==> config.mk <==
export PLATFORM = sky130hd
export DESIGN_NAME = eeprom_serial_request_framer_unit_flat
export DESIGN_NICKNAME = d
export VERILOG_FILES = /design/src/esf_pkg.sv /design/src/esf_ifs.sv /design/src/esf_state.sv /design/src/esf_out_stage.sv /design/src/eeprom_serial_request_framer_unit.sv /design/src/flat_wrapper.sv
export VERILOG_INCLUDE_DIRS = /design/src /design/src/src
export SDC_FILE = /design/constraint.sdc
export NUM_CORES = 1
export LEC_CHECK = 0
export BUFFER_PORTS_ARGS = -buffer_cell sky130_fd_sc_hd__buf_2
export CELL_PAD_IN_SITES_DETAIL_PLACEMENT = 0
export CELL_PAD_IN_SITES_GLOBAL_PLACEMENT = 1
export CORE_MARGIN = 2
export CORE_UTILIZATION = 25
export DETAILED_ROUTE_END_ITERATION = 8
export MAX_ROUTING_LAYER = met4
export PLACE_DENSITY_LB_ADDON = 0.1
export SKIP_LAST_GASP = 1
export SLEW_MARGIN = 20
export SYNTH_ARGS = -nofsm -noshare
export SYNTH_HDL_FRONTEND = slang
export SYNTH_SLANG_ARGS = --single-unit
==> constraint.sdc <==
create_clock -name clk_i -period 4.5 [get_ports clk_i]
set_input_delay 0.225 -clock clk_i [delete_from_list [all_inputs] [get_ports clk_i]]
set_output_delay 0.225 -clock clk_i [all_outputs]
set_load 0.01 [all_outputs]
==> src/eeprom_serial_request_framer_unit_macros.svh <==
// Assertion macros used by the EEPROM request framer state module
`ifndef EEPROM_SERIAL_REQUEST_FRAMER_UNIT_MACROS_SVH
`define EEPROM_SERIAL_REQUEST_FRAMER_UNIT_MACROS_SVH

// same-cycle implication on clk_i, disabled while rst_ni is low
`define ESF_ASSERT_IMP(lbl, ante, cons, msg) \
  lbl: assert property (@(posedge clk_i) disable iff (!rst_ni) (ante) |-> (cons)) \
    else $error(msg);

// next-cycle implication on clk_i, disabled while rst_ni is low
`define ESF_ASSERT_NXT(lbl, ante, cons, msg) \
  lbl: assert property (@(posedge clk_i) disable iff (!rst_ni) (ante) |=> (cons)) \
    else $error(msg);

`endif

==> src/esf_pkg.sv <==
// Package with types and constants of the EEPROM request framer
`timescale 1ns / 1ps

package esf_pkg;

  localparam int DATA_BITS  = 64;
  localparam int SKIP_BITS  = 4;
  localparam int ADDR_W     = 14;
  localparam int ADDR_SHORT = 6;
  localparam int ADDR_LONG  = 14;
  localparam int CMD_W      = 2;
  localparam int CNT_W      = 7;

  localparam int DATA_IDX_W = $clog2(DATA_BITS);
  localparam int ADDR_IDX_W = $clog2(ADDR_LONG);

  localparam int SEND_LEN_SHORT_READ  = 2 + ADDR_SHORT + 1;
  localparam int SEND_LEN_LONG_READ   = 2 + ADDR_LONG + 1;
  localparam int SEND_LEN_SHORT_WRITE = 2 + ADDR_SHORT + DATA_BITS + 1;
  localparam int SEND_LEN_LONG_WRITE  = 2 + ADDR_LONG + DATA_BITS + 1;
  localparam int RECV_LEN             = SKIP_BITS + DATA_BITS;

  localparam logic [CMD_W-1:0] CMD_SLOT  = 2'd0;
  localparam logic [CMD_W-1:0] CMD_READ  = 2'd1;
  localparam logic [CMD_W-1:0] CMD_WRITE = 2'd2;

  typedef struct packed {
    logic [CMD_W-1:0]     command;
    logic [ADDR_W-1:0]    address;
    logic [DATA_BITS-1:0] write_data;
    logic                 line_in;
  } in_word_t;

  typedef struct packed {
    logic                 line_out;
    logic                 drive;
    logic [DATA_BITS-1:0] read_data;
    logic                 read_done;
    logic                 write_done;
    logic                 busy_res;
  } out_word_t;

endpackage

==> src/esf_ifs.sv <==
// Valid/ready channel interfaces for request slots and slot results
`timescale 1ns / 1ps

interface esf_in_if;
  logic             valid;
  logic             ready;
  esf_pkg::in_word_t data;

  modport source (output valid, output data, input ready);
  modport sink (input valid, input data, output ready);
endinterface

interface esf_out_if;
  logic              valid;
  logic              ready;
  esf_pkg::out_word_t data;

  modport source (output valid, output data, input ready);
  modport sink (input valid, input data, output ready);
endinterface

==> src/esf_state.sv <==
// Request state registers and per-slot next-state and result logic
`timescale 1ns / 1ps
`include "eeprom_serial_request_framer_unit_macros.svh"

module esf_state (
  input  logic               clk_i,
  input  logic               rst_ni,
  input  logic               cfg_we_i,
  input  logic               cfg_wdata_i,
  input  logic               accept_i,
  input  esf_pkg::in_word_t  word_i,
  output esf_pkg::out_word_t res_o
);

  localparam int CW = esf_pkg::CNT_W;
  localparam int AW = esf_pkg::ADDR_W;
  localparam int DW = esf_pkg::DATA_BITS;

  localparam logic [2:0] PH_IDLE       = 3'd0;
  localparam logic [2:0] PH_SEND_SHORT = 3'd1;
  localparam logic [2:0] PH_SEND_LONG  = 3'd2;
  localparam logic [2:0] PH_RECV       = 3'd3;
  localparam logic [2:0] PH_POLL       = 3'd4;

  localparam logic [CW-1:0] CNT_ONE   = CW'(1);
  localparam logic [CW-1:0] CNT_TWO   = CW'(2);
  localparam logic [CW-1:0] A_SHORT   = CW'(esf_pkg::ADDR_SHORT);
  localparam logic [CW-1:0] A_LONG    = CW'(esf_pkg::ADDR_LONG);
  localparam logic [CW-1:0] D_BITS    = CW'(DW);
  localparam logic [CW-1:0] SKIP      = CW'(esf_pkg::SKIP_BITS);
  localparam logic [CW-1:0] RECV_LEN  = CW'(esf_pkg::RECV_LEN);
  localparam logic [CW-1:0] LEN_SR    = CW'(esf_pkg::SEND_LEN_SHORT_READ);
  localparam logic [CW-1:0] LEN_LR    = CW'(esf_pkg::SEND_LEN_LONG_READ);
  localparam logic [CW-1:0] LEN_SW    = CW'(esf_pkg::SEND_LEN_SHORT_WRITE);
  localparam logic [CW-1:0] LEN_LW    = CW'(esf_pkg::SEND_LEN_LONG_WRITE);
  localparam logic [AW-1:0] SHORT_MSK = AW'((1 << esf_pkg::ADDR_SHORT) - 1);

  logic          long_q;
  logic [2:0]    phase_q, phase_d;
  logic [CW-1:0] count_q, count_d;
  logic [DW-1:0] shift_q, shift_d;
  logic [AW-1:0] addr_q, addr_d;
  logic          write_q, write_d;

  logic [CW-1:0] count_inc;
  logic [CW-1:0] abits;
  logic [CW-1:0] send_len;
  logic [CW-1:0] addr_off;
  logic [CW-1:0] data_off;
  logic [CW-1:0] addr_idx;
  logic [CW-1:0] data_idx;
  logic          send_bit;
  logic          in_idle;
  logic          in_send;
  logic          is_start;
  logic          is_done;
  esf_pkg::out_word_t res;

  assign count_inc = count_q + CNT_ONE;
  assign abits     = (phase_q == PH_SEND_LONG) ? A_LONG : A_SHORT;
  assign addr_off  = count_q - CNT_TWO;
  assign data_off  = addr_off - abits;
  assign addr_idx  = abits - CNT_ONE - addr_off;
  assign data_idx  = D_BITS - CNT_ONE - data_off;

  always_comb begin
    unique case ({write_q, phase_q == PH_SEND_LONG})
      2'b00: send_len = LEN_SR;
      2'b01: send_len = LEN_LR;
      2'b10: send_len = LEN_SW;
      2'b11: send_len = LEN_LW;
      default: send_len = LEN_SR;
    endcase
  end

  always_comb begin
    priority if (count_q == '0) begin
      send_bit = 1'b1;
    end else if (count_q == CNT_ONE) begin
      send_bit = !write_q;
    end else if (addr_off < abits) begin
      send_bit = addr_q[addr_idx[esf_pkg::ADDR_IDX_W-1:0]];
    end else if (write_q && (data_off < D_BITS)) begin
      send_bit = shift_q[data_idx[esf_pkg::DATA_IDX_W-1:0]];
    end else begin
      send_bit = 1'b0;
    end
  end

  always_comb begin
    phase_d = phase_q;
    count_d = count_q;
    shift_d = shift_q;
    addr_d  = addr_q;
    write_d = write_q;
    res     = '0;
    unique case (phase_q)
      PH_IDLE: begin
        if ((word_i.command == esf_pkg::CMD_READ) ||
            (word_i.command == esf_pkg::CMD_WRITE)) begin
          write_d = (word_i.command == esf_pkg::CMD_WRITE);
          addr_d  = long_q ? word_i.address : (word_i.address & SHORT_MSK);
          shift_d = write_d ? word_i.write_data : '0;
          count_d = '0;
          phase_d = long_q ? PH_SEND_LONG : PH_SEND_SHORT;
        end
      end
      PH_SEND_SHORT, PH_SEND_LONG: begin
        res.line_out = send_bit;
        res.drive    = 1'b1;
        count_d      = count_inc;
        if (count_inc >= send_len) begin
          count_d = '0;
          if (write_q) begin
            phase_d = PH_POLL;
          end else begin
            shift_d = '0;
            phase_d = PH_RECV;
          end
        end
      end
      PH_RECV: begin
        if (count_q >= SKIP) begin
          shift_d = {shift_q[DW-2:0], word_i.line_in};
        end
        count_d = count_inc;
        if (count_inc >= RECV_LEN) begin
          res.read_data = shift_d;
          res.read_done = 1'b1;
          count_d       = '0;
          phase_d       = PH_IDLE;
        end
      end
      PH_POLL: begin
        if (word_i.line_in) begin
          res.write_done = 1'b1;
          phase_d        = PH_IDLE;
        end
      end
      default: begin
        phase_d = PH_IDLE;
      end
    endcase
    res.busy_res = (phase_d != PH_IDLE);
  end

  assign res_o = res;

  always_ff @(posedge clk_i or negedge rst_ni) begin
    if (!rst_ni) begin
      long_q <= 1'b0;
    end else if (cfg_we_i) begin
      long_q <= cfg_wdata_i;
    end
  end

  always_ff @(posedge clk_i or negedge rst_ni) begin
    if (!rst_ni) begin
      phase_q <= PH_IDLE;
      count_q <= '0;
      shift_q <= '0;
      addr_q  <= '0;
      write_q <= 1'b0;
    end else if (accept_i) begin
      phase_q <= phase_d;
      count_q <= count_d;
      shift_q <= shift_d;
      addr_q  <= addr_d;
      write_q <= write_d;
    end
  end

  assign in_idle  = (phase_q == PH_IDLE);
  assign in_send  = (phase_q == PH_SEND_SHORT) || (phase_q == PH_SEND_LONG);
  assign is_start = (word_i.command == esf_pkg::CMD_READ) ||
                    (word_i.command == esf_pkg::CMD_WRITE);
  assign is_done  = res.read_done || res.write_done;

  `ESF_ASSERT_NXT(a_start_leaves_idle, accept_i && in_idle && is_start, !in_idle, "start kept idle")
  `ESF_ASSERT_IMP(a_drive_in_send, res.drive, in_send, "drive outside send phase")
  `ESF_ASSERT_IMP(a_count_bound, 1'b1, count_q < LEN_LW, "bit count out of range")
  `ESF_ASSERT_NXT(a_done_to_idle, accept_i && is_done, in_idle, "done without return to idle")

endmodule

==> src/esf_out_stage.sv <==
// Result register that decouples slot acceptance from result delivery
`timescale 1ns / 1ps

module esf_out_stage (
  input  logic               clk_i,
  input  logic               rst_ni,
  input  logic               in_valid_i,
  output logic               in_ready_o,
  input  esf_pkg::out_word_t word_i,
  output logic               out_valid_o,
  input  logic               out_ready_i,
  output esf_pkg::out_word_t word_o
);

  logic               valid_q;
  esf_pkg::out_word_t word_q;
  logic               load;

  assign in_ready_o = !valid_q || out_ready_i;
  assign load       = in_valid_i && in_ready_o;

  always_ff @(posedge clk_i or negedge rst_ni) begin
    if (!rst_ni) begin
      valid_q <= 1'b0;
    end else if (load) begin
      valid_q <= 1'b1;
    end else if (out_ready_i) begin
      valid_q <= 1'b0;
    end
  end

  always_ff @(posedge clk_i) begin
    if (load) begin
      word_q <= word_i;
    end
  end

  assign out_valid_o = valid_q;
  assign word_o      = word_q;

endmodule

==> src/eeprom_serial_request_framer_unit.sv <==
// Top level of the bit-serial cartridge EEPROM request framer
//
//   channel   dir  handshake      word
//   in_i      in   valid/ready    command, address, write_data, line_in
//   out_o     out  valid/ready    line_out, drive, read_data, done flags, busy_res
//   cfg       in   cfg_we_i       cfg_wdata_i = long_address
//
// One word per cycle unless out_o stalls; each accepted slot word yields its result word in the cycle after.
// The result register sets the rate: a new word enters while it is empty or the held one is taken.
// A stalled out_o holds the result and blocks in_i until out_o.ready rises.
// Reset returns the request state to idle and selects the short address.
`timescale 1ns / 1ps

module eeprom_serial_request_framer_unit (
  input  logic            clk_i,
  input  logic            rst_ni,
  input  logic            cfg_we_i,
  input  logic            cfg_wdata_i,
  esf_in_if.sink          in_i,
  esf_out_if.source       out_o
);

  logic               accept;
  logic               in_ready;
  esf_pkg::out_word_t res;

  assign in_i.ready = in_ready;
  assign accept     = in_i.valid && in_ready;

  esf_state u_state (
    .clk_i       (clk_i),
    .rst_ni      (rst_ni),
    .cfg_we_i    (cfg_we_i),
    .cfg_wdata_i (cfg_wdata_i),
    .accept_i    (accept),
    .word_i      (in_i.data),
    .res_o       (res)
  );

  esf_out_stage u_out (
    .clk_i       (clk_i),
    .rst_ni      (rst_ni),
    .in_valid_i  (in_i.valid),
    .in_ready_o  (in_ready),
    .word_i      (res),
    .out_valid_o (out_o.valid),
    .out_ready_i (out_o.ready),
    .word_o      (out_o.data)
  );

endmodule

==> src/flat_wrapper.sv <==
// flat-port wrapper written by rule: the top's interface ports become plain ports
module eeprom_serial_request_framer_unit_flat 
  (clk_i, rst_ni, cfg_we_i, cfg_wdata_i, in_i_valid, in_i_data, in_i_ready, out_o_valid, out_o_data, out_o_ready);
  esf_in_if in_i_i ();
  esf_out_if out_o_i ();
  input  logic clk_i;
  input  logic rst_ni;
  input  logic cfg_we_i;
  input  logic cfg_wdata_i;
  input wire logic [$bits(in_i_i.valid)-1:0] in_i_valid;
  input wire logic [$bits(in_i_i.data)-1:0] in_i_data;
  output wire logic [$bits(in_i_i.ready)-1:0] in_i_ready;
  output wire logic [$bits(out_o_i.valid)-1:0] out_o_valid;
  output wire logic [$bits(out_o_i.data)-1:0] out_o_data;
  input wire logic [$bits(out_o_i.ready)-1:0] out_o_ready;
  assign in_i_i.valid = in_i_valid;
  assign in_i_i.data = in_i_data;
  assign in_i_ready = in_i_i.ready;
  assign out_o_valid = out_o_i.valid;
  assign out_o_data = out_o_i.data;
  assign out_o_i.ready = out_o_ready;
  eeprom_serial_request_framer_unit u_core (.clk_i(clk_i), .rst_ni(rst_ni), .cfg_we_i(cfg_we_i), .cfg_wdata_i(cfg_wdata_i), .in_i(in_i_i), .out_o(out_o_i));
endmodule
==> Word-level counts from Yosys, hierarchy flattened <==
Cells that the tools add are included.
{ "totals": {"inputBits": 87, "reg_bits": 160, "out_inout_bits": 71, "wordCells": 89} }
{ "classes": {"n_eq_ne": 13, "n_reduce_logical": 17, "order_cmp": 7, "addsub": 6, "mux": 33} }
{ "ops": {"columns": ["operator", "n"], "rows": [
  ["64-bit 2-to-1 mux", 5],
  ["64-bit case mux with 3 select lines", 1],
  ["7-bit case mux with 4 select lines", 1],
  ["7-bit 2-to-1 mux", 3],
  ["7-bit case mux with 3 select lines", 1],
  ["3-bit 2-to-1 mux", 5],
  ["14-bit 2-to-1 mux", 1],
  ["3-bit case mux with 4 select lines", 1],
  ["1-bit 2-to-1 mux", 11],
  ["7-bit by 1-bit adder with 7-bit output, second input constant", 1],
  ["7-bit by 1-bit equality test with 1-bit output, second input constant", 1],
  ["7-bit by 3-bit >= comparator with 1-bit output, second input constant", 1],
  ["7-bit >= comparator", 1],
  ["7-bit >= comparator, second input constant", 1],
  ["7-bit logical NOT", 1],
  ["6-bit by 7-bit less-than comparator with 1-bit output, second input constant", 1],
  ["7-bit by 4-bit less-than comparator with 1-bit output", 1],
  ["7-bit less-than comparator, second input constant", 1],
  ["7-bit by 2-bit subtractor with 7-bit output, second input constant", 1],
  ["7-bit by 4-bit subtractor with 7-bit output", 1],
  ["1-bit binary-select mux with 6-bit select", 1],
  ["2-bit equality test, second input constant", 3],
  ["3-bit by 2-bit equality test with 1-bit output, second input constant", 2],
  ["3-bit AND reduction", 2],
  ["other kinds (22)", 28]
]} }

==> Logic depth before layout (Yosys ltp) <==
Gate-level depths: netlist of run 1.
{ "depth": {"word_depth": 10, "mapped_depth": 14, "depth_no_buf": 11} }

==> Hierarchy <==
A second synthesis of run 1 with hierarchy kept.
{ "unflattened": {"hier_cells": 785, "hier_area_um2": 8318.0} }
{ "modules_own_cells": {"columns": ["module", "cells_per_inst", "area_each_um2", "instances"], "rows": [
  ["esf_state", 711, 6185.9, 1],
  ["esf_out_stage", 73, 2125.8, 1],
  ["eeprom_serial_request_framer_unit", 1, 6.3, 1]
]} }

==> Least setup slack after synthesis of run 1 <==
No wires, ideal clock.
{ "synth_timing": {"kind": "register to register", "startpoint": "register u_core.u_out.valid_q, in the netlist u_core.u_out.out_valid_o", "endpoint": "register u_core.u_state.addr_q[3]", "stages_incl_launch_ff": 7, "setup_slack_ns": 0.622, "period_less_slack_ns": 3.878, "setup_ns": 0.125, "required_time_ns": 4.375, "t_arrival_ns": 3.754, "path_buffers": 2, "path_cell_list": "dfrtp_1 nand2b_1 and2_1 clkbuf_1 nand2_1 clkbuf_1 mux2_2"} }
{ "synth_between": {"elab_chain_len": 4} }
{ "synth_rtl": {"columns": ["item", "line_no", "text"], "rows": [
  ["start, declared", "esf_out_stage.sv:15", "logic valid_q;"],
  ["start signal, assigned", "esf_out_stage.sv:24", "valid_q <= 1'b0;"],
  ["start signal, assigned", "esf_out_stage.sv:26", "valid_q <= 1'b1;"],
  ["start signal, assigned", "esf_out_stage.sv:28", "valid_q <= 1'b0;"],
  ["1-bit logical NOT", "esf_out_stage.sv:19", "assign in_ready_o = !valid_q || out_ready_i;"],
  ["1-bit logical OR", "esf_out_stage.sv:19", null],
  ["named net in_i_ready", "flat_wrapper.sv:12", "output wire logic [$bits(in_i_i.ready)-1:0] in_i_ready;"],
  ["1-bit logical AND", "eeprom_serial_request_framer_unit.sv:28", "assign accept = in_i.valid && in_ready;"],
  ["named net u_core.accept", "eeprom_serial_request_framer_unit.sv:23", "logic accept;"],
  ["3-bit AND reduction (no line)", null, null],
  ["end signal, assigned", "esf_state.sv:168", "addr_q <= addr_d;"],
  ["end, declared", "esf_state.sv:42", "logic [AW-1:0] addr_q, addr_d;"]
]} }
The timed path passes the listed nets, and every way through them passes these cells.
A chain may end at the register's enable or synchronous reset.

==> Worst setup path after layout of run 1 <==
{ "layout_timing": {"startpoint": "register u_core.u_state.count_q[1]", "endpoint": "register u_core.u_state.shift_q[31]"} }
{ "layout_between": {"elab_chain_len": 4, "elab_cells_between_ends": 7, "cone_classes": "1 x add/sub; 2 x order compare; 1 x eq/ne; 2 x mux; 1 x reduce/logical"} }
{ "layout_rtl": {"columns": ["item", "line_no", "text"], "rows": [
  ["start, declared", "esf_state.sv:40", "logic [CW-1:0] count_q, count_d;"],
  ["start signal, assigned", "esf_state.sv:166", "count_q <= count_d;"],
  ["7-bit by 1-bit adder with 7-bit output", "esf_state.sv:59", "assign count_inc = count_q + CNT_ONE;"],
  ["7-bit >= comparator", "esf_state.sv:112", "if (count_inc >= send_len) begin"],
  ["2-bit inequality test (no line)", null, null],
  ["5-bit AND reduction (no line)", null, null],
  ["end signal, assigned", "esf_state.sv:167", "shift_q <= shift_d;"],
  ["end, declared", "esf_state.sv:41", "logic [DW-1:0] shift_q, shift_d;"]
]} }
Several ways; a longest one is shown, not always the timed one.

==> results.py, run 1 <==
metrics = {
    "logic_synthesis": {
        "ys_top_cells_by_count": "nand2_1 (164), dfrtp_1 (91), a21oi_1 (72)",
        "ys_warn_count": 0,
        "netlist.top_cell.by_area": "dfrtp_1",
        "synthesis.instances": 787,
        "ys_ff_latch": 160,
        "avgSynthCellArea_um2": 10.67,
        "synth.distinct_cells": 63,
        "netlist.area_leader.share_pct": 27.13,
        "synth_seq_area_share_pct": 51.81,
        "async_reset_ff_share_pct": 56.88,
        "synth-main-ff-cell": "dfrtp_1",
        "synth_nets": 887,
        "netlist_area_um2": 8394,
        "yosysMostFrequentCell": "nand2_1",
        "synth_area_leaders": "dfrtp_1 (27%), edfxtp_1 (25%), nand2_1 (7.3%)",
        "synth_edf_count": 69,
    },
    "pwr": {
        "p_leak_nw": 3.800,
        "p_per_area_nw_per_um2": 583.6,
        "peakVddDrop_v": 0.0003102,
        "finalPower_mw": 5.958,
    },
    "timing": {
        "setup_slack_ns": 1.042,
        "fin_hold_ws_ns": 0.03255,
        "slew_headroom_pct": 40.49,
        "period_share_pct": 76.84,
        "setup_viol": 0,
        "drv_slew": 0,
        "post-route-min-period_ns": 3.458,
        "clock_skew_ns": 0.01387,
        "rsz0062_at_grt": "false",
        "fin_setup_tns_ns": 0,
        "fmax_mhz": 289.2,
        "tightest_slew_ns": 0.8897,
        "hold_violations": 0,
    },
    "place": {
        "post-place-cells": 1336,
        "postPlaceCellArea_um2": 9562,
        "gp_congestion": 0.7572,
        "port_buffers": 157,
        "dp_hpwl_um": 17940,
        "dpl_worst_slack_ns": 1.043,
    },
    "layout": {
        "design_area_um2": 10210,
        "syn_to_final_growth_pct": 21.63,
        "utilization_pct": 30.68,
        "fillCellCount": 3524,
        "final_cells": 1374,
        "diodes": 0,
        "fin_nets": 1013,
        "drive_gt1_share_pct": 26.24,
    },
    "floorplan": {
        "start_util_pct": 25.22,
        "core_area_um2": 33280,
        "io_pins": 158,
        "fp.dieH_um": 187.2,
        "die_x_um": 187.2,
        "rows": 67,
        "die_area_um2": 35060,
    },
    "grt": {
        "antenna_found_initial": 0,
        "grt_overflow": 0,
        "grt_pass1_wl_um": 42320,
        "grt_pass1_vias": 6942,
        "grt_max_degree": 66,
        "grt_util_all_layers_pct": 15.94,
    },
    "worst_setup_path": {
        "arrival_ns": 3.80,
        "end_kind": "register",
        "crit_type": "reg -> reg",
        "start_kind": "register",
        "cp_max_fo": 40,
        "crit_required_ns": 4.85,
        "r2r_cells": 11,
    },
    "cts": {
        "cts_tree": "built",
        "cts.sinks": 160,
        "cts_buffer_depth": 2,
        "h-tree-depth": 4,
        "clk_pin_slew_ns": 0.07,
        "clkLatencyLatePin_ns": 0.44,
        "cts_root_buf": "clkbuf_16",
        "cts_buffers": 17,
    },
    "routing": {
        "dr.pass1.iters": 4,
        "vias": 6657,
        "viasPerCell": 4.845,
        "drc": 0,
        "routed_wl_um": 26460,
        "drtIter0Drc": 477,
        "wl_per_cell_um": 19.26,
        "drt.antenna.violating_nets": 0,
    },
    "hold_path": {
        "hold_path_depth": 2,
        "hold_path_class": "in -> reg",
    },
    "run_status": {
        "status": "completed",
    },
    "job": {
        "cap_viol_max_count": 0,
    },
}
[sequential cells by signal (all words and copies together) (netlist names)]
register / count
u_core.u_out.word_o: 69
u_core.u_state.shift_q: 64
u_core.u_state.addr_q: 14
u_core.u_state.count_q: 7
u_core.u_state.phase_q: 3
u_core.u_out.out_valid_o: 1
u_core.u_state.long_q: 1
u_core.u_state.write_q: 1
[repair_timing]
item	CTS	global route
setup buffers	0	0
hold buffers	5	0
resized for setup	0	0
endpoints found under the hold margin	63	0
[layout make-up]
cell class | instances | area [µm²] | share of cell area [%]
flip-flops and latches | 160 | 4350 | 42.61
clock inverters | 14 | 131.4 | 1.287
clock buffers | 18 | 439.2 | 4.301
multi-input cells | 543 | 3671 | 35.96
inverters | 15 | 56.30 | 0.5515
repair buffers | 176 | 1001 | 9.804
well taps | 448 | 560.5 | 5.490
[per-layer routing]
layer / wire [µm] / part of all wire [%] / GRT usage (%) / vias to the layer above
li1: - / - / - / 3206
met1: 13000 / 49 / 21.48 / 3313
met2: 12350 / 47 / 24.59 / 122
met3: 845 / 3.2 / 2.983 / 16
met4: 277 / 1.0 / 4.274 / 0
met5: 0 / 0 / - / -
[path summary, 6_finish.rpt]
| check | start | to | slack (ns) |
|---|---|---|---|
| worst min-delay path | in_i_data[67] | u_core.u_state.addr_q[2]$_DFFE_PN0P_ | 0.03 |
| worst max-delay path | u_core.u_state.count_q[1]$_DFFE_PN0P_ | u_core.u_state.shift_q[31]$_DFFE_PN0P_ | 1.04 |
| worst min register to register | u_core.u_state.addr_q[7]$_DFFE_PN0P_ | u_core.u_state.addr_q[7]$_DFFE_PN0P_ | 0.48 |
| min in group asynchronous | rst_ni | u_core.u_state.shift_q[60]$_DFFE_PN0P_ | 0.44 |
| max in group asynchronous | rst_ni | u_core.u_state.count_q[0]$_DFFE_PN0P_ | 3.05 |
| worst max register to register | u_core.u_state.count_q[1]$_DFFE_PN0P_ | u_core.u_state.shift_q[31]$_DFFE_PN0P_ | 1.04 |
[layout by cell type, fill, tap and decap left out, types with 4 or more instances in the layout]
cell type	Yosys	routed
o21ai_0	14	14
and3_1	4	4
buf_2	28	156
edfxtp_1	69	69
o31ai_1	5	5
a21oi_1	72	72
dlygate4sd3_1	0	5
nor2_1	11	11
nand2b_1	7	6
xor2_1	5	5
buf_4	4	11
a221oi_1	4	4
clkbuf_16	0	17
a32o_1	5	5
nand3_1	10	10
clkinvlp_4	0	4
ha_1	13	13
mux2_2	8	8
nor2b_1	4	4
inv_1	12	12
nand2_1	164	164
dfrtp_1	91	90
xnor2_1	5	5
mux4_2	13	13
mux2i_1	14	14
o2bb2ai_1	64	64
a22oi_1	66	66
[logic make-up (layout without fill, tap and decap cells)]
family | after synthesis | count (layout) | synth area share, %
flops | 160 | 160 | 51.81
compound gates | 260 | 260 | 22.13
fa+ha+maj | 13 | 13 | 1.938
buf+inv | 84 | 223 | 4.978
simple gates | 223 | 223 | 11.48
mux | 35 | 35 | 6.230
xor+xnor | 12 | 12 | 1.431
[worst max-delay path, cell delays in order, from the launching register on]
cell	delay [ns]
dfrtp_1	0.34
buf_4	0.27
ha_1	0.30
nand3_1	0.12
xnor2_1	0.34
ha_1	0.31
o311a_1	0.14
o31ai_1	0.34
a311o_2	0.24
a21o_2	0.49
buf_12	0.30
o2bb2ai_1	0.15
[report_power, final]
part           total [mW]  internal, mW  switching (mW)
Sequential           2.12          1.79           0.336
Clock                1.46         0.785           0.670
Combinational        2.38         0.876            1.50
Note: power is estimated with default switching activity, not from simulation.
==> inputs of run 2 (changes only) <==
clock period = 3.55 ns   (was 4.5 ns; I/O delays follow)
==> run 2 against run 1 <==
  * Total power grew 31%
  * Hold slack lost 0.0043 ns
  * Critical path type unchanged
  * Die area is the same
  * Combinational power is 34% higher
  * Flip-flop and latch count stayed put
  * Register-to-register slack got worse by 0.68 ns
  * First-iteration DRC count up 15%
  * Core utilization is 0.70 points higher
==> results.py, run 2 (synthesis results as in run 1) <==
metrics = {
    "run_status": {
        "status": "completed",
    },
    "worst_setup_path": {
        "cp_max_fo": 56,
        "crit_type": "reg -> reg",
        "r2r_end": "u_core.u_state.shift_q[52]$_DFFE_PN0P_",
        "start_kind": "register",
        "arrival_ns": 3.53,
        "end_kind": "register",
        "r2r_setup_slack_ns": 0.36,
        "crit_required_ns": 3.90,
        "r2r_cells": 10,
        "r2r-start": "u_core.u_state.count_q[0]$_DFFE_PN0P_",
    },
    "hold_path": {
        "hold_start": "in_i_data[75]",
        "hold_path_class": "in -> reg",
        "hold_path_depth": 3,
        "worstHoldEndpoint": "u_core.u_state.addr_q[10]$_DFFE_PN0P_",
    },
    "floorplan": {
        "die_x_um": 187.2,
        "rows": 67,
        "die_area_um2": 35060,
        "io_pins": 158,
        "core_area_um2": 33280,
        "start_util_pct": 25.22,
        "fp.dieH_um": 187.2,
    },
    "timing": {
        "slew_headroom_pct": 34.61,
        "clock_skew_ns": 0.01761,
        "rsz0062_at_grt": "false",
        "setup_slack_ns": 0.3644,
        "post-route-min-period_ns": 3.186,
        "fin_setup_tns_ns": 0,
        "hold_violations": 0,
        "period_share_pct": 89.73,
        "drv_slew": 0,
        "tightest_slew_ns": 0.9808,
        "setup_viol": 0,
        "fmax_mhz": 313.9,
    },
    "pwr": {
        "p_leak_nw": 3.931,
        "peakVddDrop_v": 0.0004150,
        "p_per_area_nw_per_um2": 745.6,
    },
    "routing": {
        "drtIter0Drc": 549,
        "routed_wl_um": 26880,
        "viasPerCell": 4.819,
        "wl_per_cell_um": 19.21,
        "drc": 0,
        "vias": 6742,
        "drt.antenna.violating_nets": 0,
        "dr.pass1.iters": 5,
    },
    "grt": {
        "grt_overflow": 0,
        "grt_max_degree": 72,
        "antenna_found_initial": 0,
        "grt_pass1_wl_um": 43170,
        "grt_util_all_layers_pct": 16.36,
        "grt_pass1_vias": 7084,
    },
    "layout": {
        "most-common-layout-cells": "nand2_1 (164), buf_2 (156), dfrtp_1 (90)",
        "final_common_cell": "nand2_1",
        "largest_reg_flops": 69,
        "syn_to_final_growth_pct": 24.42,
        "design_area_um2": 10440,
        "drive_gt1_share_pct": 26.60,
        "diodes": 0,
        "fin_nets": 1038,
        "utilization_pct": 31.38,
    },
    "place": {
        "dpl_worst_slack_ns": 0.4335,
        "gp_congestion": 0.7647,
        "dp_hpwl_um": 18380,
        "port_buffers": 157,
        "postPlaceCellArea_um2": 9667,
    },
    "cts": {
        "cts_tree": "built",
        "cts_root_buf": "clkbuf_16",
        "cts_buffer_depth": 2,
        "clk_pin_slew_ns": 0.07,
        "h-tree-depth": 4,
        "cts_buffers": 17,
        "post_cts_buffers": 0,
        "cts.sinks": 160,
        "clkLatencyLatePin_ns": 0.43,
    },
    "job": {
        "cap_viol_max_count": 0,
    },
}
## run 2: cell count changes in the layout (fill, tap and decap cells not counted), sizes merged, moves of 3 or more
cell	previous run	this run
clkinv	4	1
dlygate4sd3	5	17
buf	171	184
clkbuf	18	22
## run 2: final cells by class
| class | instances | area (µm²) |
|---|---|---|
| fill | 3490 | 22840 |
| sequential | 160 | 4350 |
| multi-input combinational | 543 | 3671 |
| timing repair buffer | 201 | 1199 |
| tap | 448 | 560.5 |
| clock buffer | 22 | 486.7 |
| clock inverter | 10 | 120.1 |
| inverter | 15 | 56.30 |
## run 2: stage by stage
| stage | cells | hold WS (ns) | power (mW) |
|---|---|---|---|
| floorplan | 787 | -0.1181 | 4.814 |
| detailed placement | 1350 | 0.3977 | 5.900 |
| finish | 1399 | 0.02825 | 7.786 |
| CTS | 1399 | 0.002927 | 7.897 |
| global route | 1399 | 0.02445 | 8.331 |
| global placement | 1350 | 0.4064 | 5.941 |
## run 2: repair_timing
item	in CTS	in global routing
hold endpoints to repair	85	0
endpoints found under the setup margin	0	0
hold buffers	17	0
resized for setup	0	0
## run 2: routing by layer
metal / up-vias / GRT usage [%] / part of all wire (%)
met1: 3325 / 22.64 / 49
met2: 158 / 25.22 / 47
met5: - / - / 0
li1: 3244 / - / -
met4: 0 / 3.785 / 0.95
met3: 15 / 2.495 / 3.2
## run 2: critical path: stages (launching register included)
cell and delay [ns]:
dfrtp_2 0.43, ha_1 0.33, nand3_1 0.13, xnor2_1 0.39, ha_1 0.32, o311a_1 0.14, o31ai_1 0.34, a311o_2 0.27
a21o_2 0.24, buf_12 0.29, o2bb2ai_1 0.16
## run 2: how the worst max path moves through the flow
| stage | slack, ns | cells past startpoint | end | start |
|---|---|---|---|---|
| final | 0.36 | 10 | u_core.u_state.shift_q[52]$_DFFE_PN0P_ | u_core.u_state.count_q[0]$_DFFE_PN0P_ |
| after floorplan | 0.42 | 11 | u_core.u_out.word_o[68]$_SDFFCE_PN0P_ | u_core.u_state.count_q[1]$_DFFE_PN0P_ |
| after detailed placement | 0.43 | 10 | u_core.u_state.shift_q[45]$_DFFE_PN0P_ | u_core.u_state.count_q[0]$_DFFE_PN0P_ |
| after CTS | 0.41 | 10 | u_core.u_state.shift_q[16]$_DFFE_PN0P_ | u_core.u_state.count_q[0]$_DFFE_PN0P_ |
| after global placement | 0.46 | 10 | u_core.u_state.shift_q[57]$_DFFE_PN0P_ | u_core.u_state.count_q[0]$_DFFE_PN0P_ |
| after global routing | 0.17 | 10 | u_core.u_state.shift_q[45]$_DFFE_PN0P_ | u_core.u_state.count_q[0]$_DFFE_PN0P_ |
## run 2: report_power, final
group | total [mW] | leakage, nW | switching (mW) | internal [mW]
Sequential | 2.65 | 1.92 | 0.388 | 2.26
Clock | 1.94 | 0.288 | 0.809 | 1.13
Combinational | 3.20 | 1.73 | 1.98 | 1.21
Total | 7.79 | 3.93 | 3.18 | 4.61
==> inputs of run 3 (changes only) <==
clock period = 2.7 ns   (was 3.55 ns; I/O delays follow)
==> run 3 against run 2 <==
  * Routed wire length increased by 5.4%
  * Count of clock-buffer cells in the layout rose by 2
  * Worst setup slack lost 0.30 ns
  * Critical endpoint is now u_core.u_state.shift_q[51]$_DFFE_PN0P_
  * Largest cell class unchanged
==> results.py, run 3 (synthesis results as in run 1) <==
metrics = {
    "pwr": {
        "p_leak_nw": 4.386,
        "swShare_pct": 40.05,
        "p_int_mw": 6.943,
        "peakVddDrop_v": 0.0004930,
        "power_frac_clock_pct": 21.6,
        "switchingPower_mw": 4.639,
        "power_frac_comb_pct": 48.4,
        "p_per_area_nw_per_um2": 1008,
        "power_frac_seq_pct": 30.0,
        "finalPower_mw": 11.58,
    },
    "hold_path": {
        "hold_path_depth": 3,
        "hold_start": "in_i_data[11]",
        "hold_path_class": "in -> reg",
        "worstHoldEndpoint": "u_core.u_state.shift_q[10]$_DFFE_PN0P_",
    },
    "timing": {
        "period_share_pct": 97.58,
        "slew_headroom_pct": 48.39,
        "hold_violations": 0,
        "setup_viol": 0,
        "clock_skew_ns": 0.01780,
        "rsz0062_at_grt": "true",
        "drv_slew": 0,
        "tightest_slew_ns": 0.7722,
        "fmax_mhz": 379.5,
        "post-route-min-period_ns": 2.635,
    },
    "layout": {
        "largest_reg_flops": 69,
        "diodes": 0,
        "drive_gt1_share_pct": 34.34,
        "final_cells": 1470,
        "fin_nets": 1109,
        "utilization_pct": 34.51,
        "design_area_um2": 11490,
        "most-common-layout-cells": "nand2_1 (162), buf_2 (156), dfrtp_1 (87)",
        "syn_to_final_growth_pct": 36.83,
        "final_common_cell": "nand2_1",
    },
    "worst_setup_path": {
        "path_cells": "xor2_1, nand2_1, inv_2, nand2_2, ha_4, a21o_1, o31ai_4, a311o_2, a21o_4, clkbuf_16, o2bb2ai_2",
        "r2r_end": "u_core.u_state.shift_q[51]$_DFFE_PN0P_",
        "r2r-start": "u_core.u_state.phase_q[0]$_DFFE_PN0P_",
        "critPathLaunch": "u_core.u_state.phase_q[0]$_DFFE_PN0P_",
        "critPathSlowestCell": "a311o_2",
        "crit_type": "reg -> reg",
        "r2r_cells": 11,
        "r2r_setup_slack_ns": 0.07,
        "slowest_delay_ns": 0.44,
        "end_kind": "register",
        "start_kind": "register",
        "crit_required_ns": 3.02,
        "cp_max_fo": 8,
        "arrival_ns": 2.96,
    },
    "cts": {
        "clk_pin_slew_ns": 0.07,
        "clkLatencyLatePin_ns": 0.45,
        "cts.sinks": 160,
        "cts_buffer_depth": 2,
        "cts_root_buf": "clkbuf_16",
        "cts_tree": "built",
        "h-tree-depth": 4,
        "cts_buffers": 17,
    },
    "grt": {
        "grt_pass1_wl_um": 43150,
        "grt_max_degree": 65,
        "grt_pass1_vias": 7150,
        "antenna_found_initial": 0,
        "grt_overflow": 0,
        "grt_util_all_layers_pct": 16.51,
    },
    "place": {
        "port_buffers": 157,
        "postPlaceCellArea_um2": 10120,
        "post-place-cells": 1394,
        "gp_congestion": 0.8317,
        "dp_hpwl_um": 19190,
    },
    "floorplan": {
        "die_area_um2": 35060,
        "die_x_um": 187.2,
        "io_pins": 158,
        "fp.dieH_um": 187.2,
        "core_area_um2": 33280,
        "start_util_pct": 25.22,
        "rows": 67,
    },
    "routing": {
        "routed_wl_um": 28330,
        "wl_per_cell_um": 19.27,
        "drc": 0,
        "dr.pass1.iters": 4,
        "drt.antenna.violating_nets": 0,
        "vias": 7021,
        "drtIter0Drc": 473,
        "viasPerCell": 4.776,
    },
    "run_status": {
        "status": "completed",
    },
    "job": {
        "cap_viol_max_count": 0,
    },
}
## run 3: cell types whose count changed in the layout (fill, tap and decap cells not counted), moves of 4 or more
cell | previous run | this run
ha_1 | 13 | 6
dlygate4sd3_1 | 17 | 33
o2bb2ai_1 | 64 | 49
o2bb2ai_2 | 0 | 12
buf_12 | 3 | 11
ha_4 | 0 | 5
buf_4 | 25 | 65
clkbuf_16 | 19 | 23
## run 3: cell type report
| type | count | area (µm²) |
|---|---|---|
| fillers | 3435 | 21790 |
| flip-flops and latches | 160 | 4354 |
| multi-input cells | 543 | 3960 |
| repair buffers | 272 | 1943 |
| well taps | 448 | 560.5 |
| clock buffers | 24 | 545.5 |
| clock inverters | 8 | 61.31 |
| inverters | 15 | 61.31 |
## run 3: what timing repair did
action	CTS	global route
gates resized for setup	2	51
hold buffers	33	0
buffers inserted	1	5
cloned	0	5
pin swaps	1	12
hold endpoints to repair	75	0
setup endpoints to repair	70	74
## run 3: worst max-delay path, delay by kind of cell, from the launching register on
family          cells  cell delay (ns)
buf+inv             2             0.33
fa+ha+maj           1             0.27
simple gates        2             0.20
flops               1             0.39
xor+xnor            1             0.20
compound gates      5             1.13
## run 3: worst max-delay path by stage
stage / end / slack [ns] / cells after the start
2_1_floorplan: u_core.u_out.word_o[68]$_SDFFCE_PN0P_ / 0.02 / 11
4_1_cts: u_core.u_out.word_o[68]$_SDFFCE_PN0P_ / -0.01 / 9
5_1_grt: u_core.u_state.shift_q[15]$_DFFE_PN0P_ / -0.03 / 10
3_5_place_dp: u_core.u_state.shift_q[10]$_DFFE_PN0P_ / -0.09 / 10
3_3_place_gp: u_core.u_state.shift_q[15]$_DFFE_PN0P_ / -0.03 / 10
6_report: u_core.u_state.shift_q[51]$_DFFE_PN0P_ / 0.07 / 11
## run 3: metrics by stage
step | TNS, ns | setup WS [ns] | hold WS, ns
2_1_floorplan | 0 | 0.01951 | -0.1606
3_3_place_gp | -1.369 | -0.03271 | 0.2197
3_5_place_dp | -4.477 | -0.08640 | 0.2236
4_1_cts | -0.01208 | -0.01208 | 0.001777
5_1_grt | -0.6712 | -0.03258 | 0.01132
6_report | 0 | 0.06527 | 0.01909
## run 3: metal layers
layer / track usage, % / vias up / share of wire, % / wire length, µm
li1: - / 3392 / - / -
met1: 21.81 / 3475 / 48 / 13530
met2: 26.12 / 132 / 48 / 13530
met3: 2.814 / 22 / 3.2 / 918
met4: 4.579 / 0 / 1.2 / 342
met5: - / - / 0 / 0
## run 3: power by group through the flow
| stage | clock, mW | sequential, mW | combinational, mW |
|---|---|---|---|
| 3_5_place_dp | 0 | 3.50 | 5.00 |
| 3_3_place_gp | 0 | 3.50 | 5.02 |
| 5_1_grt | 2.67 | 3.55 | 6.09 |
| 4_1_cts | 2.59 | 3.45 | 5.08 |
| 2_1_floorplan | 0 | 3.35 | 3.05 |
| 6_report | 2.50 | 3.47 | 5.61 |
